==> src/hw/rtl/mbce_pkg.sv <==
// shared types, register indexes and color helpers for the monochrome bitmap clip expander
package mbce_pkg;

    // configuration register indexes
    typedef enum logic [2:0] {
        CFG_IMAGE_X     = 3'd0,
        CFG_IMAGE_Y     = 3'd1,
        CFG_BITMAP_SIZE = 3'd2,
        CFG_CLIP_X      = 3'd3,
        CFG_CLIP_Y      = 3'd4,
        CFG_CLIP_W      = 3'd5,
        CFG_CLIP_H      = 3'd6,
        CFG_COLOUR_PAIR = 3'd7
    } cfg_index_t;

    localparam int unsigned CFG_DATA_W = 48;

    // foreground white, background black
    localparam logic [CFG_DATA_W-1:0] COLOUR_PAIR_RESET = 48'hFFFFFF000000;

    // register file as seen by the front end
    typedef struct packed {
        logic signed [15:0] image_x;
        logic signed [15:0] image_y;
        logic        [31:0] bitmap_size;
        logic signed [15:0] clip_x;
        logic signed [15:0] clip_y;
        logic signed [15:0] clip_w;
        logic signed [15:0] clip_h;
    } cfg_t;

    // one classified byte waiting for the back end
    typedef struct packed {
        logic        [7:0]  data;     // raw bitmap byte, msb is leftmost pixel
        logic        [7:0]  emit;     // bit k set: pixel k is visible
        logic        [7:0]  row_end;  // bit k set: pixel k is last visible one of its row
        logic signed [16:0] x_base;   // screen x of pixel 0 of this byte
        logic signed [16:0] sy;       // screen row
    } entry_t;

    // rgb888 to rgb565, bytes swapped
    function automatic logic [15:0] swapped565(input logic [23:0] rgb);
        logic [15:0] p;
        p = {rgb[23:19], rgb[15:10], rgb[7:3]};
        return {p[7:0], p[15:8]};
    endfunction

endpackage

==> src/hw/rtl/mono_bitmap_clip_expander.sv <==
// top level of the monochrome bitmap clip expander: config registers, front, queue, back
//
// Expands a 1-bit-per-pixel bitmap, fed one byte per transaction (msb is the leftmost pixel,
// rows padded to whole bytes), into clipped screen pixels. Each visible pixel comes out as one
// output transaction carrying its screen position, the foreground (bit set) or background
// (bit clear) color as byte-swapped RGB565, a row_end flag on the last visible pixel of a row
// and a last flag on the final pixel caused by its byte. Bytes with no visible pixel produce
// nothing but still advance the row and byte counters, which wrap to zero after the last byte
// of the bitmap. Rate: the output register moves one pixel per cycle while out_stall is low;
// the input takes a byte every cycle while the queue has room, and bytes with no visible
// pixel are not queued. A pixel passes the queue, the current-byte register and the output
// register. The front end classifies bytes against the clip window and pushes them into a
// QUEUE_DEPTH entry queue; the back end walks the visible bits. cfg_ready is always high;
// write registers only while the block is idle.
module mono_bitmap_clip_expander #(
    parameter int unsigned QUEUE_DEPTH = 4
) (
    input  logic                           clk,
    input  logic                           rst_n,
    // bitmap byte input
    input  logic                           in_valid,
    output logic                           in_stall,
    input  logic [7:0]                     image_byte,
    // pixel output
    output logic                           out_valid,
    input  logic                           out_stall,
    output logic signed [16:0]             screen_x,
    output logic signed [16:0]             screen_y,
    output logic [15:0]                    pixel_word,
    output logic                           row_end,
    output logic                           last,
    // register write channel
    input  logic                           cfg_valid,
    output logic                           cfg_ready,
    input  logic [2:0]                     cfg_index,
    input  logic [mbce_pkg::CFG_DATA_W-1:0] cfg_data
);

    // register file
    mbce_pkg::cfg_t                  cfg_reg, cfg_next;
    logic [mbce_pkg::CFG_DATA_W-1:0] colour_pair_reg, colour_pair_next;
    logic                            cfg_write;

    // front to queue
    logic             q_push;
    mbce_pkg::entry_t q_entry;
    logic             q_full;

    // queue to back
    logic             q_pop;
    logic             q_not_empty;
    mbce_pkg::entry_t q_head;

    // colors in output format
    logic [15:0]      fg_word;
    logic [15:0]      bg_word;

    assign cfg_ready = 1'b1;
    assign cfg_write = cfg_valid && cfg_ready;

    // register decode, signed registers take the low 16 bits of the write data
    always_comb
    begin
        cfg_next         = cfg_reg;
        colour_pair_next = colour_pair_reg;
        if (cfg_write)
        begin
            case (mbce_pkg::cfg_index_t'(cfg_index))
                mbce_pkg::CFG_IMAGE_X:     cfg_next.image_x     = cfg_data[15:0];
                mbce_pkg::CFG_IMAGE_Y:     cfg_next.image_y     = cfg_data[15:0];
                mbce_pkg::CFG_BITMAP_SIZE: cfg_next.bitmap_size = cfg_data[31:0];
                mbce_pkg::CFG_CLIP_X:      cfg_next.clip_x      = cfg_data[15:0];
                mbce_pkg::CFG_CLIP_Y:      cfg_next.clip_y      = cfg_data[15:0];
                mbce_pkg::CFG_CLIP_W:      cfg_next.clip_w      = cfg_data[15:0];
                mbce_pkg::CFG_CLIP_H:      cfg_next.clip_h      = cfg_data[15:0];
                mbce_pkg::CFG_COLOUR_PAIR: colour_pair_next     = cfg_data;
                default:                   cfg_next             = cfg_reg;
            endcase
        end
    end

    always_ff @(posedge clk or negedge rst_n)
    begin
        if (!rst_n)
        begin
            cfg_reg         <= '0;
            colour_pair_reg <= mbce_pkg::COLOUR_PAIR_RESET;
        end
        else
        begin
            cfg_reg         <= cfg_next;
            colour_pair_reg <= colour_pair_next;
        end
    end

    // the user must change colors only while idle, the block does not enforce it; the back end reads them directly
    assign fg_word = mbce_pkg::swapped565(colour_pair_reg[47:24]);
    assign bg_word = mbce_pkg::swapped565(colour_pair_reg[23:0]);

    mbce_front u_front (
        .clk        (clk),
        .rst_n      (rst_n),
        .in_valid   (in_valid),
        .in_stall   (in_stall),
        .image_byte (image_byte),
        .cfg        (cfg_reg),
        .q_full     (q_full),
        .q_push     (q_push),
        .q_entry    (q_entry)
    );

    mbce_queue #(
        .DEPTH (QUEUE_DEPTH)
    ) u_queue (
        .clk        (clk),
        .rst_n      (rst_n),
        .push       (q_push),
        .push_entry (q_entry),
        .pop        (q_pop),
        .full       (q_full),
        .not_empty  (q_not_empty),
        .head       (q_head)
    );

    mbce_back u_back (
        .clk         (clk),
        .rst_n       (rst_n),
        .q_not_empty (q_not_empty),
        .q_head      (q_head),
        .q_pop       (q_pop),
        .fg_word     (fg_word),
        .bg_word     (bg_word),
        .out_valid   (out_valid),
        .out_stall   (out_stall),
        .screen_x    (screen_x),
        .screen_y    (screen_y),
        .pixel_word  (pixel_word),
        .row_end     (row_end),
        .last        (last)
    );

endmodule

==> src/hw/rtl/mbce_front.sv <==
// front end: byte and row counters, clip classification of each incoming byte
module mbce_front (
    input  logic                  clk,
    input  logic                  rst_n,
    input  logic                  in_valid,
    output logic                  in_stall,
    input  logic [7:0]            image_byte,
    input  mbce_pkg::cfg_t        cfg,
    input  logic                  q_full,
    output logic                  q_push,
    output mbce_pkg::entry_t      q_entry
);

    logic [15:0]        row_index_reg, row_index_next;
    logic [12:0]        byte_index_reg, byte_index_next;

    logic [15:0]        width;
    logic [15:0]        height;
    logic [16:0]        width_pad;
    logic [13:0]        stride;
    logic [13:0]        byte_inc;
    logic [16:0]        row_inc;
    logic               accept;
    logic               empty_bitmap;
    logic               in_range;
    logic signed [17:0] sy;
    logic signed [17:0] clip_y_w;
    logic signed [17:0] clip_y_end;
    logic signed [17:0] image_x_w;
    logic signed [17:0] clip_x_w;
    logic signed [17:0] clip_x_end;
    logic signed [17:0] image_x_end;
    logic signed [17:0] x0;
    logic signed [17:0] x1;
    logic signed [17:0] x1_last;
    logic               row_ok;
    logic               visible;
    logic [7:0]         emit_mask;
    logic [7:0]         end_mask;
    logic signed [17:0] col [8];

    assign width        = cfg.bitmap_size[31:16];
    assign height       = cfg.bitmap_size[15:0];
    assign width_pad    = {1'b0, width} + 17'd7;
    assign stride       = width_pad[16:3];
    assign empty_bitmap = (width == 16'd0) || (height == 16'd0);
    assign in_range     = ({1'b0, row_index_reg} < {1'b0, height})
                          && ({1'b0, byte_index_reg} < stride);

    // vertical clip
    assign sy         = 18'(cfg.image_y) + $signed({2'b00, row_index_reg});
    assign clip_y_w   = 18'(cfg.clip_y);
    assign clip_y_end = 18'(cfg.clip_y) + 18'(cfg.clip_h);
    assign row_ok     = (sy >= clip_y_w) && (sy < clip_y_end);

    // horizontal clip, visible columns are [x0,x1)
    assign image_x_w   = 18'(cfg.image_x);
    assign clip_x_w    = 18'(cfg.clip_x);
    assign clip_x_end  = 18'(cfg.clip_x) + 18'(cfg.clip_w);
    assign image_x_end = image_x_w + $signed({2'b00, width});
    assign x0          = (image_x_w >= clip_x_w) ? 18'sd0 : (clip_x_w - image_x_w);
    assign x1          = (image_x_end > clip_x_end) ? (clip_x_end - image_x_w)
                                                    : $signed({2'b00, width});
    assign x1_last     = x1 - 18'sd1;

    assign visible = !empty_bitmap && in_range && row_ok && (x0 < x1);

    always_comb
    begin
        for (int k = 0; k < 8; k++)
        begin
            col[k]       = $signed({2'b00, byte_index_reg, 3'(k)});
            emit_mask[k] = visible && (col[k] >= x0) && (col[k] < x1);
            end_mask[k]  = (col[k] == x1_last);
        end
    end

    assign in_stall = q_full;
    assign accept   = in_valid && !q_full;
    assign q_push   = accept && (emit_mask != 8'd0);

    assign q_entry.data    = image_byte;
    assign q_entry.emit    = emit_mask;
    assign q_entry.row_end = end_mask;
    assign q_entry.x_base  = 17'(cfg.image_x) + $signed({1'b0, byte_index_reg, 3'b000});
    assign q_entry.sy      = sy[16:0];

    // counter advance
    assign byte_inc = {1'b0, byte_index_reg} + 14'd1;
    assign row_inc  = {1'b0, row_index_reg} + 17'd1;

    always_comb
    begin
        row_index_next  = row_index_reg;
        byte_index_next = byte_index_reg;
        if (accept)
        begin
            if (empty_bitmap)
            begin
                row_index_next  = '0;
                byte_index_next = '0;
            end
            else if (byte_inc >= stride)
            begin
                byte_index_next = '0;
                row_index_next  = (row_inc >= {1'b0, height}) ? 16'd0 : row_inc[15:0];
            end
            else
            begin
                byte_index_next = byte_inc[12:0];
            end
        end
    end

    always_ff @(posedge clk or negedge rst_n)
    begin
        if (!rst_n)
        begin
            row_index_reg  <= '0;
            byte_index_reg <= '0;
        end
        else
        begin
            row_index_reg  <= row_index_next;
            byte_index_reg <= byte_index_next;
        end
    end

endmodule

==> src/hw/rtl/mbce_queue.sv <==
// short fifo of classified bytes between front and back end
module mbce_queue #(
    parameter int unsigned DEPTH = 4
) (
    input  logic             clk,
    input  logic             rst_n,
    input  logic             push,
    input  mbce_pkg::entry_t push_entry,
    input  logic             pop,
    output logic             full,
    output logic             not_empty,
    output mbce_pkg::entry_t head
);

    localparam int unsigned PTR_W = (DEPTH > 1) ? $clog2(DEPTH) : 1;
    localparam int unsigned CNT_W = $clog2(DEPTH + 1);

    mbce_pkg::entry_t   slots [DEPTH];
    logic [PTR_W-1:0]   wr_ptr_reg, wr_ptr_next;
    logic [PTR_W-1:0]   rd_ptr_reg, rd_ptr_next;
    logic [CNT_W-1:0]   count_reg, count_next;
    logic               do_pop;

    assign full      = (count_reg == CNT_W'(DEPTH));
    assign not_empty = (count_reg != '0);
    assign head      = slots[rd_ptr_reg];
    assign do_pop    = pop && not_empty;

    always_comb
    begin
        wr_ptr_next = wr_ptr_reg;
        rd_ptr_next = rd_ptr_reg;
        count_next  = count_reg;
        if (push)
        begin
            wr_ptr_next = (wr_ptr_reg == PTR_W'(DEPTH - 1)) ? '0 : wr_ptr_reg + 1'b1;
        end
        if (do_pop)
        begin
            rd_ptr_next = (rd_ptr_reg == PTR_W'(DEPTH - 1)) ? '0 : rd_ptr_reg + 1'b1;
        end
        if (push && !do_pop)
        begin
            count_next = count_reg + 1'b1;
        end
        else if (!push && do_pop)
        begin
            count_next = count_reg - 1'b1;
        end
    end

    always_ff @(posedge clk)
    begin
        if (push)
        begin
            slots[wr_ptr_reg] <= push_entry;
        end
    end

    always_ff @(posedge clk or negedge rst_n)
    begin
        if (!rst_n)
        begin
            wr_ptr_reg <= '0;
            rd_ptr_reg <= '0;
            count_reg  <= '0;
        end
        else
        begin
            wr_ptr_reg <= wr_ptr_next;
            rd_ptr_reg <= rd_ptr_next;
            count_reg  <= count_next;
        end
    end

    assert property (@(posedge clk) disable iff (!rst_n) count_reg <= CNT_W'(DEPTH))
        else $error("queue count beyond depth");
    assert property (@(posedge clk) disable iff (!rst_n) !(push && full))
        else $error("push into full queue");

endmodule

==> src/hw/rtl/mbce_back.sv <==
// back end: walks the visible pixels of each queued byte into the output register, one per cycle unless stalled
module mbce_back (
    input  logic                     clk,
    input  logic                     rst_n,
    input  logic                     q_not_empty,
    input  mbce_pkg::entry_t         q_head,
    output logic                     q_pop,
    input  logic [15:0]              fg_word,
    input  logic [15:0]              bg_word,
    output logic                     out_valid,
    input  logic                     out_stall,
    output logic signed [16:0]       screen_x,
    output logic signed [16:0]       screen_y,
    output logic [15:0]              pixel_word,
    output logic                     row_end,
    output logic                     last
);

    logic               cur_valid_reg, cur_valid_next;
    mbce_pkg::entry_t   cur_reg;
    logic [7:0]         rem_reg, rem_next;
    logic               out_valid_reg, out_valid_next;
    logic signed [16:0] screen_x_reg;
    logic signed [16:0] screen_y_reg;
    logic [15:0]        pixel_word_reg;
    logic               row_end_reg;
    logic               last_reg;

    logic               out_free;
    logic               emit;
    logic               fin;
    logic [7:0]         pick;
    logic [7:0]         rem_left;
    logic [2:0]         k;

    // lowest remaining pixel goes first
    assign pick     = rem_reg & (~rem_reg + 8'd1);
    assign rem_left = rem_reg & ~pick;

    always_comb
    begin
        k = 3'd0;
        for (int i = 7; i >= 0; i--)
        begin
            if (rem_reg[i])
            begin
                k = 3'(i);
            end
        end
    end

    assign out_free = !out_valid_reg || !out_stall;
    assign emit     = cur_valid_reg && out_free;
    assign fin      = emit && (rem_left == 8'd0);
    assign q_pop    = q_not_empty && (!cur_valid_reg || fin);

    always_comb
    begin
        cur_valid_next = cur_valid_reg;
        rem_next       = rem_reg;
        if (q_pop)
        begin
            cur_valid_next = 1'b1;
            rem_next       = q_head.emit;
        end
        else if (fin)
        begin
            cur_valid_next = 1'b0;
            rem_next       = 8'd0;
        end
        else if (emit)
        begin
            rem_next = rem_left;
        end
    end

    assign out_valid_next = out_free ? emit : out_valid_reg;

    always_ff @(posedge clk or negedge rst_n)
    begin
        if (!rst_n)
        begin
            cur_valid_reg <= 1'b0;
            rem_reg       <= '0;
            out_valid_reg <= 1'b0;
        end
        else
        begin
            cur_valid_reg <= cur_valid_next;
            rem_reg       <= rem_next;
            out_valid_reg <= out_valid_next;
        end
    end

    always_ff @(posedge clk)
    begin
        if (q_pop)
        begin
            cur_reg <= q_head;
        end
        if (emit)
        begin
            screen_x_reg   <= cur_reg.x_base + $signed({14'd0, k});
            screen_y_reg   <= cur_reg.sy;
            pixel_word_reg <= cur_reg.data[3'd7 - k] ? fg_word : bg_word;
            row_end_reg    <= cur_reg.row_end[k];
            last_reg       <= (rem_left == 8'd0);
        end
    end

    assign out_valid  = out_valid_reg;
    assign screen_x   = screen_x_reg;
    assign screen_y   = screen_y_reg;
    assign pixel_word = pixel_word_reg;
    assign row_end    = row_end_reg;
    assign last       = last_reg;

    assert property (@(posedge clk) disable iff (!rst_n) cur_valid_reg |-> (rem_reg != 8'd0))
        else $error("active byte with no pixels left");
    assert property (@(posedge clk) disable iff (!rst_n)
        (emit && !fin) |=> (cur_valid_reg && (rem_reg == $past(rem_left))))
        else $error("pixel walk skipped or repeated a pixel");
    assert property (@(posedge clk) disable iff (!rst_n)
        (out_valid_reg && !out_stall && !last_reg) |=> out_valid_reg)
        else $error("gap inside the pixels of one byte");

endmodule

==> config.mk <==
export PLATFORM = sky130hd
export DESIGN_NAME = mono_bitmap_clip_expander
export DESIGN_NICKNAME = d
export VERILOG_FILES = /design/src/hw/rtl/mbce_pkg.sv /design/src/hw/rtl/mono_bitmap_clip_expander.sv /design/src/hw/rtl/mbce_front.sv /design/src/hw/rtl/mbce_queue.sv /design/src/hw/rtl/mbce_back.sv
export SDC_FILE = /design/constraint.sdc
export NUM_CORES = 1
export LEC_CHECK = 0
export ABC_AREA = 0
export ABC_CLOCK_PERIOD_IN_PS = 16100
export BUFFER_PORTS_ARGS = -buffer_cell sky130_fd_sc_hd__buf_2
export CAP_MARGIN = 25
export CELL_PAD_IN_SITES_DETAIL_PLACEMENT = 1
export CELL_PAD_IN_SITES_GLOBAL_PLACEMENT = 1
export CORE_UTILIZATION = 56
export CTS_CLUSTER_SIZE = 20
export DETAILED_ROUTE_END_ITERATION = 8
export PLACE_DENSITY_LB_ADDON = 0.1
export SETUP_SLACK_MARGIN = 0.5
export SYNTH_ARGS = -nofsm -noshare
export SYNTH_HDL_FRONTEND = slang
export SYNTH_SLANG_ARGS = --single-unit
export TNS_END_PERCENT = 50
==> constraint.sdc <==
create_clock -name clk -period 16.1 [get_ports clk]
set_input_delay 1.61 -clock clk [delete_from_list [all_inputs] [get_ports clk]]
set_output_delay 1.61 -clock clk [all_outputs]
set_load 0.005 [all_outputs]
Word level (Yosys, flattened, before mapping)
Memories as Yosys holds them, arrays and structs flattened.
Index checks and enable logic that the tools add are counted.
{"block": "totals", "ff_bits": 324, "rom_bits": 0, "ram_bits": 232, "mem_count": 1, "in_bits": 64, "latch_bits": 0, "elab_cells": 182}
{"memory": "u_queue.slots", "words": 4, "width": 58, "read_ports": 1, "rd_clocked_by_memory_dff": 0, "write_ports": 1, "line": "mbce_queue.sv:18", "source": "mbce_pkg::entry_t slots [DEPTH];"}
{"block": "op_classes", "n_mul": 0, "n_eq_ne": 18, "bitwise": 4, "n_lt_le_gt_ge": 27, "add_sub_neg": 18, "n_shift": 0, "n_div": 0, "reduce_logical": 58, "muxes": 31}
{"operator": "== test 17 x 18 -> 1 bit", "count": 8}
{"operator": ">= comparator 17 x 18 -> 1 bit", "count": 8}
{"operator": "< comparator 17 x 18 -> 1 bit", "count": 8}
{"operator": "2-to-1 mux 16 bit", "count": 4}
{"operator": "adder 16 x 17 -> 18 bit", "count": 2}
{"operator": "< comparator 18 bit", "count": 2}
{"operator": "2-to-1 mux 18 bit", "count": 2}
{"operator": "adder 16 x 16 -> 17 bit", "count": 2}
{"operator": "logical NOT 16 bit", "count": 2}
{"operator": "2-to-1 mux 3 bit", "count": 10}
{"operator": "logical AND 1 bit", "count": 29}
{"operator": "2-to-1 mux 13 bit", "count": 2}
{"operator": "2-to-1 mux 8 bit", "count": 3}
{"operator": ">= comparator 18 x 16 -> 1 bit", "count": 1}
{"operator": "> comparator 18 x 17 -> 1 bit", "count": 1}
{"operator": "AND reduction 2 bit", "count": 9}
{"operator": "subtractor 17 x 16 -> 18 bit", "count": 1}
{"operator": "subtractor 18 x 2 -> 18 bit (second input constant)", "count": 1}
{"operator": "adder 16 x 1 -> 17 bit (second input constant)", "count": 1}
{"operator": "adder 16 x 17 -> 17 bit", "count": 1}
{"operator": "adder 16 x 3 -> 17 bit (second input constant)", "count": 1}
{"operator": "adder 17 x 4 -> 17 bit", "count": 1}
{"operator": ">= comparator 17 x 16 -> 1 bit", "count": 1}
{"operator": "subtractor 16 x 16 -> 17 bit", "count": 1}
{"operator": "other kinds (27)", "count": 55}

Logic depth before layout (Yosys ltp)
{"block": "logic_depth", "depth_word": 14, "mapped_depth": 40, "ltp_nobuf": 40}

Modules after synthesis
From an unflattened synthesis, not the netlist that was laid out.
{"block": "unflattened", "hier_cells": 2584, "hier_area_um2": 31790.5}
{"mod": "mbce_front", "seq_area_each_um2": 725.7, "instances": 1, "cells_per_inst": 1644, "area_each_um2": 12354.3}
{"mod": "mbce_queue", "seq_area_each_um2": 7141.8, "instances": 1, "cells_per_inst": 341, "area_each_um2": 8864.8}
{"mod": "mono_bitmap_clip_expander", "seq_area_each_um2": 4023.9, "instances": 1, "cells_per_inst": 349, "area_each_um2": 6133.4}
{"mod": "mbce_back", "seq_area_each_um2": 3313.2, "instances": 1, "cells_per_inst": 250, "area_each_um2": 4438.0}

Worst setup path before layout
OpenSTA, ideal clock, no wires.
{"block": "synth_timing", "kind": "register -> register", "startpoint": "register cfg_reg[86] in the netlist's numbering", "endpoint": "memory u_queue.slots[0][0] in the netlist's numbering (enable)", "stages_incl_launch_ff": 31, "n_path_buf": 2, "slack_ns": 8.126, "setup_time_ns": 0.422, "t_arrival_ns": 7.552, "path_cell_list": "dfrtp_1 ha_1 and4_1 and2b_1 a311oi_2 a21oi_1 o21ai_0 nand2_1 a21oi_1 xnor2_1 ha_1 nand3_1 nor4_2 or4b_4 a21oi_4 buf_4 buf_4 mux2i_1 ha_1 nand2_1 nor4_1 a2111oi_0 o21ai_0 a21oi_1 nor2_1 nor3_1 a22o_1 nand3_1 a31oi_1 o21a_1 and2_1"}
{"block": "synth_between", "elab_chain_cells": 12, "elab_cells_between_ends": 41}
{"item": "start: declaration", "line": "mono_bitmap_clip_expander.sv:40", "source": "mbce_pkg::cfg_t cfg_reg, cfg_next;"}
{"item": "start signal: assignment", "line": "mono_bitmap_clip_expander.sv:91", "source": "cfg_reg <= cfg_next;"}
{"item": "branches (longest 8 deep; another with adder 16 x 17 -> 18 bit)"}
{"item": "nonzero test 8 bit (*)", "line": "mbce_front.sv:80", "source": "assign q_push = accept && (emit_mask != 8'd0);"}
{"item": "logical AND 1 bit (*)", "line": "mbce_front.sv:80"}
{"item": "named net q_push", "line": "mono_bitmap_clip_expander.sv:45", "source": "logic q_push;"}
{"item": "2-to-1 mux 1 bit (*)", "line": "mbce_queue.sv:54", "source": "if (push)"}
{"item": "2-to-1 mux 1 bit (implied by the code) (*)", "line": "mbce_queue.sv:56", "source": "slots[wr_ptr_reg] <= push_entry;"}
{"item": "end: declaration", "line": "mbce_queue.sv:18"}
Mark *: on every way through the listed nets, which the timed path passes.

==> impl_metrics.csv <==
group,metric,value,unit
critical_path,cp.required,16.35,ns
job,maxCapViolCount,0,
sta,hold_ws,0.422,ns
routing,first_iter_violations,1363,
synth,mappedNetlistArea,30700,µm²
synth,syn_nets,2909,
clocking,cts.sinks,540,
sta,tns,0,ns
pwr,p_leak,14.2,nW
critical_path,critPathArrivalTime,10.04,ns
sta,rsz0062_at_grt,"no",
routing,drt_first_pass_iters,5,
clocking,post_cts_buffers,0,
synth,synthFlopType,"edfxtp_1",
synth,synthDistinctLibCells,100,
sta,fin_crit_sh,0.608,
synth,yosysWarnings,0,
routing,route.vias.total,21500,
layout,seqCellArea,15200,µm²
grt,grt_overflow,0,
clocking,cts_max_path_buffers,3,
die,die_x,236,µm
routing,drt-total-wl,90700,µm
sta,setup_viol,0,
layout,final_common_cell,"edfxtp_1",
routing,vias_per_cell,6.26,
status,status,"finished clean",
sta,slew_headroom,0.277,
routing,antenna_left,0,
grt,grt_antenna_before_repair,1,
die,pin_count,119,
pwr,p_int,0.00431,W
clocking,cts_tree,"yes",
critical_path,cp_slowest_cell,"and2_2",
place,globalplace.congestion,0.905,
synth,async_reset_ff_frac,0.381,
layout,syn2layout_area_growth,11.4,%
synth,ys_seq_area_frac,0.496,
critical_path,end_kind,"register",
sta,hold_viol_final,0,
routing,drc_errors,0,
grt,grt_use_total,0.328,
critical_path,worstPathMaxFanout,40,
place,portBuffers,112,
clocking,cts_root_buf,"clkbuf_16",
pwr,combPwrFrac,0.520,
sta,fmax,102,MHz
synth,synthCells,2563,
pwr,power_density,221,nW/µm²
grt,grt_max_degree,92,
pwr,power_frac_seq,0.294,
layout,drive_above_1_share,0.182,
synth,synth_seq_cells,540,
layout,largest_reg_flops,232,
sta,slew_viol_final,0,
clocking,hold_buffers,0,
grt,first_global_vias,22900,
grt,grt_pass1_wl,138000,µm
routing,wl_per_cell,26.4,µm
synth,synth_edf_count,334,
die,die-height,236,µm
sta,worst_slew_pin_slew,1.07,ns
clocking,worstSkewPairLatency,0.64,ns
sta,finClkSkew,0.0413,ns
pwr,clkPwrFrac,0.186,
pwr,switching_share,0.428,
hold_path,holdCritPathClass,"reg -> reg",
sta,fin_crit,9.80,ns
die,core,53900,µm²
layout,nFillCells,5419,
clocking,clk_pin_slew,0.07,ns
die,start_util,0.569,
critical_path,slowest_delay,0.75,ns
layout,multi_input_area,14600,µm²
pwr,p_switching,0.00323,W
critical_path,critPathKind,"reg -> reg",
critical_path,worstSetupStartpointType,"register",
pwr,ir_worst_vdd,0.175,mV
layout,layout_common_cells,"334 x edfxtp_1, 273 x ha_1, 188 x nand2_1, 188 x dfrtp_1, 159 x inv_1",
die,rows,85,
clocking,cts_resized,0,
place,hpwl,64100,µm
clocking,cts.htree.levels,2,
synth,synth_area_per_cell,12.0,µm²
die,die_area,55700,µm²
layout,final_nets,3044,
clocking,numCtsBuffers,57,
[final cells by class]
type	instances	area share
sequential	540	0.445
clock inverter	40	0.0147
clock buffer	67	0.0432
tap	696	0.0255
inverter	161	0.0177
multi-input combinational	1797	0.429
timing repair buffer	141	0.0246
antenna	1	0.0000733
[critical path: cells and delay by family, from the launching register on]
family / cells / cell delay (ns)
adder cells (fa/ha/maj): 3 / 1.15
buffers and inverters: 2 / 1.03
XOR/XNOR: 1 / 0.09
AO/OA/AOI/OAI: 10 / 2.52
AND/OR/NAND/NOR: 13 / 3.33
flip-flops: 1 / 0.52
multiplexers: 1 / 0.72
[cell usage after synthesis (7+ instances only)]
cell type  number  area share
o21ai_1        10      0.0016
a22o_1          7      0.0020
edfxtp_1      334        0.33
a21o_1         57       0.014
nand3_1        64       0.010
nor4_1         18      0.0037
nor2b_1        41      0.0084
o22ai_1         7      0.0014
dfrtp_1       190        0.16
o211ai_1        8      0.0020
or3_1           9      0.0018
dfstp_2        16       0.014
inv_1         159       0.019
and2_1         15      0.0031
clkbuf_1       51      0.0062
nor3b_1         7      0.0017
o31a_1          7      0.0020
mux2_2        136       0.050
nor3_1         36      0.0059
mux2i_1        18      0.0059
fa_1            9      0.0059
o21bai_1       36      0.0088
o21ai_0       156       0.025
o21a_1         31      0.0076
nand4_1        26      0.0053
and3_1         19      0.0039
mux4_2         62       0.046
or2_2           9      0.0018
ha_1          273        0.11
and4_1          8      0.0023
nor2_1        111       0.014
nand2_1       188       0.023
xnor2_1       109       0.031
a21oi_1       124       0.020
a211oi_1       18      0.0044
xor2_1         42       0.012
nand2b_1       29      0.0059
o31ai_1        11      0.0027
[cells by family (layout without fill, tap and decap cells)]
kind of cell,count (synthesis),in the layout,synth area share
and+or+nand+nor,605,605,0.0988
muxes,220,220,0.103
other,1,2,0.000122
DFF,540,540,0.496
buffers and inverters,226,409,0.0288
xor gates and xnor gates,154,154,0.0449
adders and majority gates,288,288,0.119
AOI/OAI and AO/OA,529,529,0.109
[per-layer routing]
metal	routed length (µm)	GRT usage	share of wire
met1	39200	0.442	0.43
met2	44300	0.557	0.49
met3	4400	0.0396	0.048
met4	2810	0.104	0.031
met5	0	0	0
[power groups by stage]
stage | clock network, W | logic (W) | registers [W]
floorplan | 0 | 0.00271 | 0.00211
global placement | 0 | 0.00356 | 0.00219
detailed placement | 0 | 0.00379 | 0.00222
CTS | 0.00142 | 0.00388 | 0.00221
global route | 0.00145 | 0.00427 | 0.00225
finish | 0.00140 | 0.00392 | 0.00221
[through the flow]
stage / setup WS, ns / area, µm² / std cells / power, W / util
4_1_cts: 6.38 / 34100 / 3439 / 0.00751 / 0.632
3_5_place_dp: 6.54 / 32100 / 3332 / 0.00601 / 0.596
5_1_grt: 5.77 / 34100 / 3443 / 0.00797 / 0.633
6_report: 6.30 / 34100 / 3443 / 0.00754 / 0.633
3_3_place_gp: 6.84 / 32100 / 3330 / 0.00574 / 0.595
2_1_floorplan: 8.13 / 30700 / 2563 / 0.00481 / -
[path summary, 6_finish.rpt]
kind / startpoint / end / slack [ns] / cells past startpoint
max in group asynchronous: rst_n / cfg_reg[45] / 13.56 / 2
setup / recovery: cfg_reg[86] / u_queue.slots[1][30] / 6.30 / 30
min in group asynchronous: rst_n / u_front.byte_index_reg[9] / 0.99 / 1
hold reg to reg: u_back.cur_reg[13] / u_back.screen_y[13] / 0.42 / 0
setup reg to reg: cfg_reg[86] / u_queue.slots[1][30] / 6.30 / 30
hold / removal: u_back.cur_reg[13] / u_back.screen_y[13] / 0.42 / 0
No activity file was read; power rests on OpenSTA's default activity.
